--- config.mk ---
export PLATFORM = sky130hd
export DESIGN_NAME = cab_block_cell
export DESIGN_NICKNAME = d
export VERILOG_FILES = /design/src/cab_pkg.sv /design/src/cab_block_cell.sv
export SDC_FILE = /design/constraint.sdc
export NUM_CORES = 1
export LEC_CHECK = 0
export BUFFER_PORTS_ARGS = -buffer_cell sky130_fd_sc_hd__buf_2
export CAP_MARGIN = 20
export CORE_AREA = 8 8 45 47
export CTS_BUF_LIST = sky130_fd_sc_hd__clkbuf_8
export DETAILED_ROUTE_END_ITERATION = 8
export DIE_AREA = 0 0 53 55
export PLACE_DENSITY = 0.55
export SLEW_MARGIN = 20
export SYNTH_ARGS = -nofsm -noshare
export SYNTH_HDL_FRONTEND = slang
export SYNTH_SLANG_ARGS = --single-unit
--- constraint.sdc ---
create_clock -name clk -period 1 [get_ports clk]
set_clock_uncertainty 0.1 [all_clocks]
set_input_delay 0.05 -clock clk [delete_from_list [all_inputs] [get_ports clk]]
set_output_delay 0.05 -clock clk [all_outputs]
set_load 0.005 [all_outputs]
--- src/cab_pkg.sv ---
// ----------------------------------------------------------------------------
// cab_pkg: contiguous block allocator package
// shared types, codes and default sizes for the allocator and its cells
// ----------------------------------------------------------------------------
package cab_pkg;

    localparam int MAX_BLOCKS_DEF  = 256;
    localparam int DIR_ENTRIES_DEF = 32;

    localparam logic [8:0] BLOCK_COUNT_RST = 9'd256;

    // operation codes
    localparam logic [1:0] OP_PRESET = 2'd0;
    localparam logic [1:0] OP_CREATE = 2'd1;
    localparam logic [1:0] OP_DELETE = 2'd2;
    localparam logic [1:0] OP_READ   = 2'd3;

    // result status codes
    localparam logic [2:0] STATUS_OK       = 3'd0;
    localparam logic [2:0] STATUS_NOSPACE  = 3'd1;
    localparam logic [2:0] STATUS_DIRFULL  = 3'd2;
    localparam logic [2:0] STATUS_NOTFOUND = 3'd3;
    localparam logic [2:0] STATUS_BADARG   = 3'd4;

    typedef enum logic [2:0] {
        ST_IDLE,
        ST_DISP,
        ST_SCAN,
        ST_DSRCH,
        ST_FINISH
    } state_t;

    // control to every block cell
    typedef struct packed {
        logic wr_en;
        logic wr_val;
        logic set_en;
        logic clr_en;
    } blk_ctl_t;

    // control to every directory cell
    typedef struct packed {
        logic append;
        logic compact;
    } dir_ctl_t;

endpackage

--- src/cab_block_cell.sv ---
// ----------------------------------------------------------------------------
// cab_block_cell: one bitmap block
// holds one used/free bit; preset write and range set/clear by index compare
// ----------------------------------------------------------------------------
module cab_block_cell #(
    parameter int IDX = 0,
    parameter int AW  = 10
) (
    input  logic              clk,
    input  logic              rst_n,
    input  cab_pkg::blk_ctl_t ctl,
    input  logic [AW-1:0]     lo,
    input  logic [AW-1:0]     hi,
    input  logic [AW-1:0]     wr_idx,
    output logic              bit_q
);

    localparam logic [AW-1:0] MY_IDX = AW'(IDX);

    logic bit_reg;
    logic bit_next;
    logic in_range;

    assign in_range = (MY_IDX >= lo) && (MY_IDX < hi);

    always_comb
    begin
        bit_next = bit_reg;
        if (ctl.wr_en && (wr_idx == MY_IDX))
        begin
            bit_next = ctl.wr_val;
        end
        else if (ctl.set_en && in_range)
        begin
            bit_next = 1'b1;
        end
        else if (ctl.clr_en && in_range)
        begin
            bit_next = 1'b0;
        end
    end

    always_ff @(posedge clk or negedge rst_n)
    begin
        if (!rst_n)
        begin
            bit_reg <= 1'b0;
        end
        else
        begin
            bit_reg <= bit_next;
        end
    end

    assign bit_q = bit_reg;

endmodule

==> summary.md <==
| Metric | Value |
|---|---|
| # Post-CTS Setup Buffers | `0` |
| F_max | `743.3 MHz` |
| Synth unique cells | `12` |
| Gr ovfl total | `0` |
| Worst path required time | `780 ps` |
| Share of post-route cells with drive strength above 1 | `74.07%` |
| Largest net degree at the start of global routing | `3` |
| Gr usage total | `under 10%` |
| Net Sw Frac | `20.98%` |
| Mapped Nets | `53` |
| Vias | `286` |
| Clk pin slew, worst setup/hold paths | `0 ps` |
| Initial antenna violation count | `0` |
| Via/cell ratio | `4.086` |
| Synth top area cells | `dfrtp_1 17%, nor4_1 17%, nor4_4 15%` |
| Comb pwr share | `66.5%` |
| P_int | `104.4 uW` |
| Die Span Y | `55 microns` |
| Port Buf Inserts | `36` |
| Commonest non-fill, non-tap cell in the layout | `buf_2` |
| Die area | `between 2000 and 3000 sq um` |
| Post-DP Area | `approximately 350 sq um` |
| VDD IR max | `81.67 uV` |
| Sequential share of power | `33.5%` |
| # diodes | `0` |
| Detail Placement HPWL | `793.7 microns` |
| Max-Cap Viols | `0` |
| Final setup violation count | `1` |
| Routability cong. | `0.6809` |
| First-pass GRT wire length | `1207 microns` |
| Design area | `~360 sq um` |
| Sequential share of the synthesized area | `17.24%` |
| Tcrit/Tclk final | `134.5%` |
| Syn-to-layout area delta | `149.1%` |
| Leak pwr | `0.1838 nW` |
| Syn Inst Count | `17` |
| Clk pwr share | `0%` |
| Post-synth top area share | `17.24%` |
| # fillers | `approximately 170` |
| Setup TNS Final | `-345.3 ps` |
| Critical Path AT | `about 1100 ps` |
| Final Slew Violations | `0` |
| Synth Register Bits | `1` |
| Max FFs per register | `1` |
| Final hold viol count | `0` |
| Commonest cells after routing, fill and taps aside | `35 x buf_2, 4 x nor4_1, 2 x nor2_1, 2 x nand4_1` |
| CP endpoint kind | `register` |
| Clock Latency Late Sink | `0 ps` |
| Yosys top cell by area | `dfrtp_1` |
| Power Density | `365.5 nW/um^2` |
| Status | `complete, but fails checks` |
| Tmin final | `1345 ps` |
| Hold WC Path Type | `input port to register` |
| 1st-iter DRT viols | `0` |
| Core Area | `1384 sq um` |
| Boundary pin count | `37` |
| Rel. slew slack | `75.47%` |
| FP Rows | `14` |
| DIE WIDTH | `53 microns` |
| Vias in the first global route | `approximately 280` |
| Drt drc | `0` |
| Startpoint types | `input port` |
| Failing checks | `setup timing` |
| CP Class | `input port to register` |
| Synthesized cell area | `between 100 and 150 sq um` |
| Yosys warnings | `0` |
| ANT nets after route | `0` |
| Drt wl/cell | `~12 microns` |
| Unrepaired setup endpoints after global routing | `true` |
| Power, Total | `132.1 uW` |
| Psw | `27.73 uW` |
| Actual slew at the worst max-slew pin | `364.6 ps` |
| Critical path fanouts, max | `2` |
| Drt total wl | `826 microns` |
| Final worst slack | `-345.3 ps` |
| Starting Density | `10.49%` |
| Syn avg cell area | `8.538 sq um` |
| Iteration count of the initial detailed-routing pass | `1` |
| Nets | `92` |
-- layout make-up --
cell class                      instances  area [sq um]  area share (%)
Multi-Input combinational cell         16         120.1           33.22
Sequential cell                         1         25.02           6.920
Tap cell                               16         20.02           5.536
Timing Repair Buffer                   37         196.4           54.33
-- synthesized netlist by cell type --
master	instances
o21a_2	1
nor4_1	4
nor3b_1	1
nand3_1	1
dfrtp_1	1
a21oi_2	1
nand4_1	2
or4_4	1
or4_1	1
nor2_1	2
nor4_4	1
o21ai_1	1
-- cell families (layout without fill, tap and decap cells) --
logic type | after synthesis | in the layout | synth area share [%]
simple gates | 13 | 13 | 67.24
compound gates | 3 | 3 | 15.52
flops | 1 | 1 | 17.24
buf+inv | 0 | 37 | 0
-- power groups by stage --
stage	clock, mW	combinational [mW]	sequential [mW]
global route	0	0.0979	0.0446
global placement	0	0.0812	0.0443
floorplan	0	0.0132	0.0445
CTS	0	0.0887	0.0443
finish	0	0.0878	0.0443
detailed placement	0	0.0834	0.0443
-- per-stage QoR --
step           cells  setup WS [ps]  utilization [%]  hold slack (ps)
2_1_floorplan     17         -214.8                -           -345.6
3_3_place_gp      69         -336.1            24.95           -275.0
3_5_place_dp      69         -350.2            24.95           -274.1
4_1_cts           70         -340.9            26.13            199.7
5_1_grt           70         -373.6            26.13            218.5
6_report          70         -345.3            26.13            203.7
-- worst max-delay path, stage by stage --
cell     delay (ps)
buf_6            90
or4_4           530
nor4_4          240
o21a_2          160
a21oi_2          50
-- layer usage --
metal  GRT usage, %  part of all wire, %  vias to the layer above
met5              0                    0                        -
met4              0                    0                        0
met3         0.2674                  7.3                        0
met2          10.55                   60                       15
met1          6.061                   33                      122
li1               -                    -                      149
-- worst paths after layout --
kind | start | to | slack (ps) | cells after the start
min in group asynchronous | rst_n | bit_q$_DFFE_PN0P_ | 260 | 2
hold reg to reg | bit_q$_DFFE_PN0P_ | bit_q$_DFFE_PN0P_ | 450 | 2
hold / removal | ctl[2] | bit_q$_DFFE_PN0P_ | 200 | 3
setup reg to reg | bit_q$_DFFE_PN0P_ | bit_q$_DFFE_PN0P_ | 270 | 2
max in group asynchronous | rst_n | bit_q$_DFFE_PN0P_ | 460 | 2
setup / recovery | hi[4] | bit_q$_DFFE_PN0P_ | -350 | 5
-- what timing repair did --
action,4_1_cts,5_1_grt
gates resized for setup,1,0
hold buffers,1,0
endpoints found under the setup margin,1,1
hold endpoints to repair,1,0
Power figures use the tool's default switching activity.
