===== src/cab_pkg.sv =====
// ----------------------------------------------------------------------------
// cab_pkg: contiguous block allocator package
// shared types, codes and default sizes for the allocator and its cells
// ----------------------------------------------------------------------------
package cab_pkg;

    localparam int MAX_BLOCKS_DEF  = 256;
    localparam int DIR_ENTRIES_DEF = 32;

    localparam logic [8:0] BLOCK_COUNT_RST = 9'd256;

    // operation codes
    localparam logic [1:0] OP_PRESET = 2'd0;
    localparam logic [1:0] OP_CREATE = 2'd1;
    localparam logic [1:0] OP_DELETE = 2'd2;
    localparam logic [1:0] OP_READ   = 2'd3;

    // result status codes
    localparam logic [2:0] STATUS_OK       = 3'd0;
    localparam logic [2:0] STATUS_NOSPACE  = 3'd1;
    localparam logic [2:0] STATUS_DIRFULL  = 3'd2;
    localparam logic [2:0] STATUS_NOTFOUND = 3'd3;
    localparam logic [2:0] STATUS_BADARG   = 3'd4;

    typedef enum logic [2:0] {
        ST_IDLE,
        ST_DISP,
        ST_SCAN,
        ST_DSRCH,
        ST_FINISH
    } state_t;

    // control to every block cell
    typedef struct packed {
        logic wr_en;
        logic wr_val;
        logic set_en;
        logic clr_en;
    } blk_ctl_t;

    // control to every directory cell
    typedef struct packed {
        logic append;
        logic compact;
    } dir_ctl_t;

endpackage


===== src/cab_dir_cell.sv =====
// ----------------------------------------------------------------------------
// cab_dir_cell: one directory entry
// loads on append, takes its upper neighbour's entry on compaction
// ----------------------------------------------------------------------------
module cab_dir_cell #(
    parameter int IDX = 0,
    parameter int NW  = 6,
    parameter int SW  = 8
) (
    input  logic              clk,
    input  cab_pkg::dir_ctl_t ctl,
    input  logic [NW-1:0]     count,
    input  logic [NW-1:0]     hit,
    input  logic [63:0]       key,
    input  logic [SW-1:0]     new_start,
    input  logic [8:0]        new_len,
    input  logic [63:0]       nb_name,
    input  logic [SW-1:0]     nb_start,
    input  logic [8:0]        nb_len,
    output logic [63:0]       name_q,
    output logic [SW-1:0]     start_q,
    output logic [8:0]        len_q,
    output logic              match
);

    localparam logic [NW-1:0] MY_IDX = NW'(IDX);

    logic [63:0]   name_reg;
    logic [SW-1:0] start_reg;
    logic [8:0]    len_reg;

    always_ff @(posedge clk)
    begin
        if (ctl.append && (count == MY_IDX))
        begin
            name_reg  <= key;
            start_reg <= new_start;
            len_reg   <= new_len;
        end
        else if (ctl.compact && (MY_IDX >= hit))
        begin
            name_reg  <= nb_name;
            start_reg <= nb_start;
            len_reg   <= nb_len;
        end
    end

    assign match   = (name_reg == key);
    assign name_q  = name_reg;
    assign start_q = start_reg;
    assign len_q   = len_reg;

endmodule


===== config.mk =====
export PLATFORM = sky130hd
export DESIGN_NAME = cab_dir_cell
export DESIGN_NICKNAME = d
export VERILOG_FILES = /design/src/cab_pkg.sv /design/src/cab_dir_cell.sv
export SDC_FILE = /design/constraint.sdc
export NUM_CORES = 1
export LEC_CHECK = 0
export ABC_AREA = 0
export ABC_CLOCK_PERIOD_IN_PS = 29800
export BUFFER_PORTS_ARGS = -buffer_cell sky130_fd_sc_hd__buf_4
export CORE_MARGIN = 3
export CORE_UTILIZATION = 49
export CTS_BUF_LIST = sky130_fd_sc_hd__clkbuf_8
export CTS_CLUSTER_DIAMETER = 100
export DETAILED_ROUTE_END_ITERATION = 6
export PLACE_DENSITY = 0.94
export SETUP_SLACK_MARGIN = 0.15
export SYNTH_ARGS = -nofsm -noshare
export SYNTH_HDL_FRONTEND = slang
export SYNTH_SLANG_ARGS = --single-unit

===== constraint.sdc =====
create_clock -name clk -period 29.8 [get_ports clk]
set_input_delay 2.98 -clock clk [delete_from_list [all_inputs] [get_ports clk]]
set_output_delay 2.98 -clock clk [all_outputs]
set_load 0.02 [all_outputs]

==> results of run 1 <==
[cells in the mapped netlist]
library cell,number,area (sq um)
o41ai_1,1,8.76
buf_6,8,90.1
nor2_1,1,3.75
mux2_2,2,22.5
edfxtp_1,81,2430
xor2_1,64,561
mux2_4,79,1190
nand4_1,4,25.0
nor4_2,1,12.5
nand3_4,1,17.5
nor4_1,17,106
or4b_2,1,10.0
[worst min path at each step]
stage,to,from,slack (ns),depth (start not counted)
3_5_place_dp,name_q[34],nb_name[34],3.28,2
2_1_floorplan,len_q[0],nb_len[0],3.20,1
5_1_grt,len_q[1],nb_len[1],2.91,2
3_3_place_gp,len_q[3],nb_len[3],3.28,2
6_report,name_q[28],nb_name[28],2.93,2
4_1_cts,name_q[28],nb_name[28],2.92,2
[kinds of logic (layout without fill, tap and decap cells)]
group	Yosys count	after routing	share of synthesized area [%]
multiplexers	81	81	27.0
flip-flops	81	81	54.3
XOR/XNOR	64	64	12.5
AND/OR/NAND/NOR	25	25	3.91
buffers and inverters	8	275	2.01
AO/OA/AOI/OAI	1	1	0.196
[sequential cells by signal, indices dropped and copies added, names as in the netlist]
| signal | flops |
|---|---|
| name_q | 64 |
| len_q | 9 |
| start_q | 8 |
[area by class of cell]
cell class / instances / area [sq um] / area share [%]
Clock buffer: 9 / 124 / 1.87
Sequential cell: 81 / 2430 / 36.6
Clock inverter: 6 / 36.3 / 0.546
Multi-Input combinational cell: 171 / 1960 / 29.5
Tap cell: 108 / 135 / 2.04
Timing Repair Buffer: 260 / 1950 / 29.4
[per-stage QoR]
stage / cells / total power, mW / setup slack (ns) / hold slack, ns
3_3_place_gp: 620 / 0.168 / 22.20 / 3.28
6_report: 635 / 0.236 / 22.20 / 2.93
4_1_cts: 635 / 0.237 / 22.20 / 2.92
2_1_floorplan: 260 / 0.146 / 17.24 / 3.20
5_1_grt: 635 / 0.246 / 22.05 / 2.91
3_5_place_dp: 620 / 0.170 / 22.20 / 3.28
[per-layer routing]
layer | GRT usage, % | up-vias | wire [microns]
li1 | - | 1514 | -
met1 | 24.3 | 1567 | 4300
met2 | 45.1 | 159 | 6980
met3 | 5.10 | 20 | 897
met4 | 7.77 | 0 | 230
met5 | 0 | - | 0
[power by group through the flow]
stage / sequential [mW] / combinational [mW] / clock [mW]
finish: 0.128 / 0.0396 / 0.0681
global placement: 0.130 / 0.0379 / 0
global route: 0.128 / 0.0422 / 0.0757
detailed placement: 0.130 / 0.0396 / 0
floorplan: 0.132 / 0.0134 / 0
CTS: 0.128 / 0.0399 / 0.0695
==> results.yml, run 1 <==
finish:
  syn_to_final_growth_pct: 48.4
  finalNetCount: 700
  stdcell_area_sq_um: 6640
  final_cell_mix: "buf_4, edfxtp_1, mux2_4"
  mostFrequentLayoutCell: "buf_4"
  final_util_pct: 75.4
  drive_gt1_share_pct: 68.1
  antenna_cells: 0
  fill_cells: 540
critical_path:
  cp-end-kind: "output port"
  worstSetupPathType: "primary input to output port"
  required_ns: 26.82
  path_max_fanout: 2
  crit_path_start: "key[61]"
  crit_family: "simple AND/OR/NAND/NOR gates"
  crit_arrival_ns: 4.62
  crit_buf_inv: 2
  cp_num_cells: 6
  path_cells: "buf_4 -> xor2_1 -> nor4_1 -> nand4_1 -> nor4_1 -> buf_4"
  slowest_delay_ns: 0.48
  worstSetupStartpointType: "primary input"
  critPathSlowestCell: "nor4_1"
  setup.worst_path.end: "match"
cts:
  cts.sink_count: 81
  numCtsBuffers: 9
  ctsHoldBuffers: 0
  tritoncts: "built"
  clk_pin_slew_ns: 0.09
  cts-root-buf: "clkbuf_8"
  clock_path_buffers: 2
  postCtsSetupBuffers: 0
  h-tree-depth: 3
  cts_resized: 0
placement:
  io_buffer_count: 258
  hpwl_microns: 9810
  gp_congestion: 0.793
  place_area_sq_um: 6480
synth:
  syn_area_sq_um: 4480
  ys_ff_latch: 81
  yosys.cell_types.count: 12
  yosys_warnings: 0
  synth_seq_area_share_pct: 54.3
  avgSynthCellArea_sq_um: 17.2
  postSynthNetCount: 437
  syn_inst: 260
timing:
  setup_tns_ns: 0
  hold_viol: 0
  fmax_ghz: 0.132
  layout_min_cycle_time_ns: 7.60
  rsz0062_at_grt: "no"
  setup_viol: 0
  drv_slew: 0
  tightest_slew_ns: 1.05
  period_share_pct: 25.5
  slew_headroom_pct: 30.1
global_route:
  grt_use_total_pct: 23.2
  grt_pass1_wl_microns: 18000
  antenna_found_initial: 0
  grt_max_degree: 82
  globalRoute.totalOverflow: 0
  grt_pass1_vias: 3625
floorplanning:
  core-area_sq_um: 8810
  dieWidth_microns: 102
  rows: 34
  io_pins: 259
  die-area_sq_um: 10300
  die_y_microns: 102
  start_util_pct: 50.8
power:
  ir_drop_mv: 0.0224
  p_sw_share_pct: 22.4
  clock_power_share_pct: 28.9
  powerDensity_nw_per_um2: 35.5
  power_frac_comb_pct: 16.8
  static-leakage-power_nw: 3.12
  p_int_mw: 0.183
  pwr-share-seq_pct: 54.3
  p_switching_mw: 0.0529
run:
  maxCapViolCount: 0
run_status:
  outcome: "completed"
drt:
  firstDrtPassIters: 4
  vias: 3260
  drc: 0
  drt_iter0_markers: 57
  wirelength_microns: 12400
  viasPerCell: 5.13
  ant_nets: 0
  post_drt_wl_per_cell_microns: 19.5
min_path:
  hp-class: "primary input to register"
No activity file was read; power rests on OpenSTA's default activity.
==> inputs of run 2 (changes only) <==
--- a/config.mk
+++ b/config.mk
@@ -6,14 +6,14 @@
 export NUM_CORES = 1
 export LEC_CHECK = 0
 export ABC_AREA = 0
-export ABC_CLOCK_PERIOD_IN_PS = 29800
+export ABC_CLOCK_PERIOD_IN_PS = 6880
 export BUFFER_PORTS_ARGS = -buffer_cell sky130_fd_sc_hd__buf_4
 export CORE_MARGIN = 3
-export CORE_UTILIZATION = 49
+export CORE_UTILIZATION = 41
 export CTS_BUF_LIST = sky130_fd_sc_hd__clkbuf_8
 export CTS_CLUSTER_DIAMETER = 100
 export DETAILED_ROUTE_END_ITERATION = 6
-export PLACE_DENSITY = 0.94
+export PLACE_DENSITY = 0.85
 export SETUP_SLACK_MARGIN = 0.15
 export SYNTH_ARGS = -nofsm -noshare
 export SYNTH_HDL_FRONTEND = slang
==> constraint.sdc (replaced) <==
create_clock -name clk -period 6.88 [get_ports clk]
set_input_delay 0.688 -clock clk [delete_from_list [all_inputs] [get_ports clk]]
set_output_delay 0.688 -clock clk [all_outputs]
set_load 0.02 [all_outputs]
==> run 2 against run 1 <==
Non-clock buffer count increased by 1. Clock power increased to 4.1 times the previous value. Highest routed layer unchanged. Wire length decreased by 3.2%. Critical endpoint is now start_q[2]. Worst hold slack got worse by 2.3 ns.
==> results.yml, run 2 (synthesis results as in run 1) <==
placement:
  gp_congestion: 0.891
  hpwl_microns: 9670
  place_area_sq_um: 6530
  io_buffer_count: 258
finish:
  largest_reg_flops: 64
  finalNetCount: 701
  final_util_pct: 63.8
  syn_to_final_growth_pct: 49.2
  mostFrequentLayoutCell: "buf_4"
  final_cell_mix: "buf_4, edfxtp_1, mux2_4"
  ff_latch_area_sq_um: 2430
  drive_gt1_share_pct: 67.4
  stdcell_area_sq_um: 6680
  antenna_cells: 0
  multi_input_area_sq_um: 1970
  fill_cells: 783
cts:
  postCtsSetupBuffers: 0
  cts.sink_count: 81
  tritoncts: "built"
  cts_resized: 0
  numCtsBuffers: 9
  clock_path_buffers: 2
  ctsHoldBuffers: 0
  h-tree-depth: 3
  clk_pin_slew_ns: 0.08
  cts-root-buf: "clkbuf_8"
timing:
  period_share_pct: 42.0
  rsz0062_at_grt: "no"
  layout_min_cycle_time_ns: 2.89
  setup_tns_ns: 0
  setup_viol: 0
  slew_headroom_pct: 38.9
  fmax_ghz: 0.346
  drv_slew: 0
  tightest_slew_ns: 0.916
  hold_viol: 0
critical_path:
  crit_family: "simple AND/OR/NAND/NOR gates"
  cp-end-kind: "register"
  path_common_cell: "buf_4"
  worstSetupPathType: "primary input to register"
  crit_arrival_ns: 2.98
  critPathSlowestCell: "nand3_4"
  path_max_fanout: 43
  path_cells: "buf_4 -> nor4_2 -> nand3_4 -> buf_4 -> mux2_4"
  required_ns: 6.97
  crit_buf_inv: 2
  slowest_delay_ns: 0.72
  worstSetupStartpointType: "primary input"
floorplanning:
  dieWidth_microns: 110
  die-area_sq_um: 12200
  core-area_sq_um: 10500
  start_util_pct: 42.8
  die_y_microns: 110
  io_pins: 259
  rows: 37
drt:
  firstDrtPassIters: 4
  wirelength_microns: 12000
  drt_iter0_markers: 152
  viasPerCell: 4.91
  vias: 3254
  ant_nets: 0
  drc: 0
  post_drt_wl_per_cell_microns: 18.1
run_status:
  outcome: "completed"
global_route:
  grt_pass1_vias: 3566
  globalRoute.totalOverflow: 0
  grt_max_degree: 44
  antenna_found_initial: 0
  grt_pass1_wl_microns: 18600
  grt_use_total_pct: 19.1
power:
  powerDensity_nw_per_um2: 150
  power.total_mw: 1.00
  ir_drop_mv: 0.104
  static-leakage-power_nw: 3.15
run:
  maxCapViolCount: 0
min_path:
  hp-class: "primary input to register"
run 2: where the power goes:
group / switching [mW] / internal (mW) / total [mW]
Combinational: 0.0562 / 0.115 / 0.171
Sequential: 0.00387 / 0.550 / 0.554
Clock: 0.155 / 0.121 / 0.276
run 2: path summary, 6_finish.rpt:
kind / slack [ns] / start / depth (start not counted) / end
worst min-delay path: 0.65 / nb_name[12] / 2 / name_q[12]
worst max-delay path: 3.99 / count[1] / 5 / start_q[2]
run 2: layout make-up:
class                           count  share of cell area [%]
Sequential cell                    81                    36.4
Multi-Input combinational cell    171                    29.5
Timing Repair Buffer              261                    29.3
Tap cell                          136                    2.55
Clock buffer                        9                    1.86
Clock inverter                      5                   0.281
run 2: layer usage:
metal | GRT usage [%] | up-vias | part of all wire (%)
li1 | - | 1516 | -
met1 | 21.1 | 1532 | 38
met2 | 33.5 | 178 | 51
met3 | 6.25 | 28 | 8.8
met4 | 8.21 | 0 | 2.8
met5 | 0 | - | 0
run 2: metrics by stage:
stage	setup WS [ns]	hold slack, ns	std cells
after detailed placement	3.65	0.991	649
final	3.99	0.645	663
after global placement	3.71	0.988	649
after CTS	4.02	0.619	663
after floorplan	0.498	0.905	260
after global routing	3.86	0.614	663
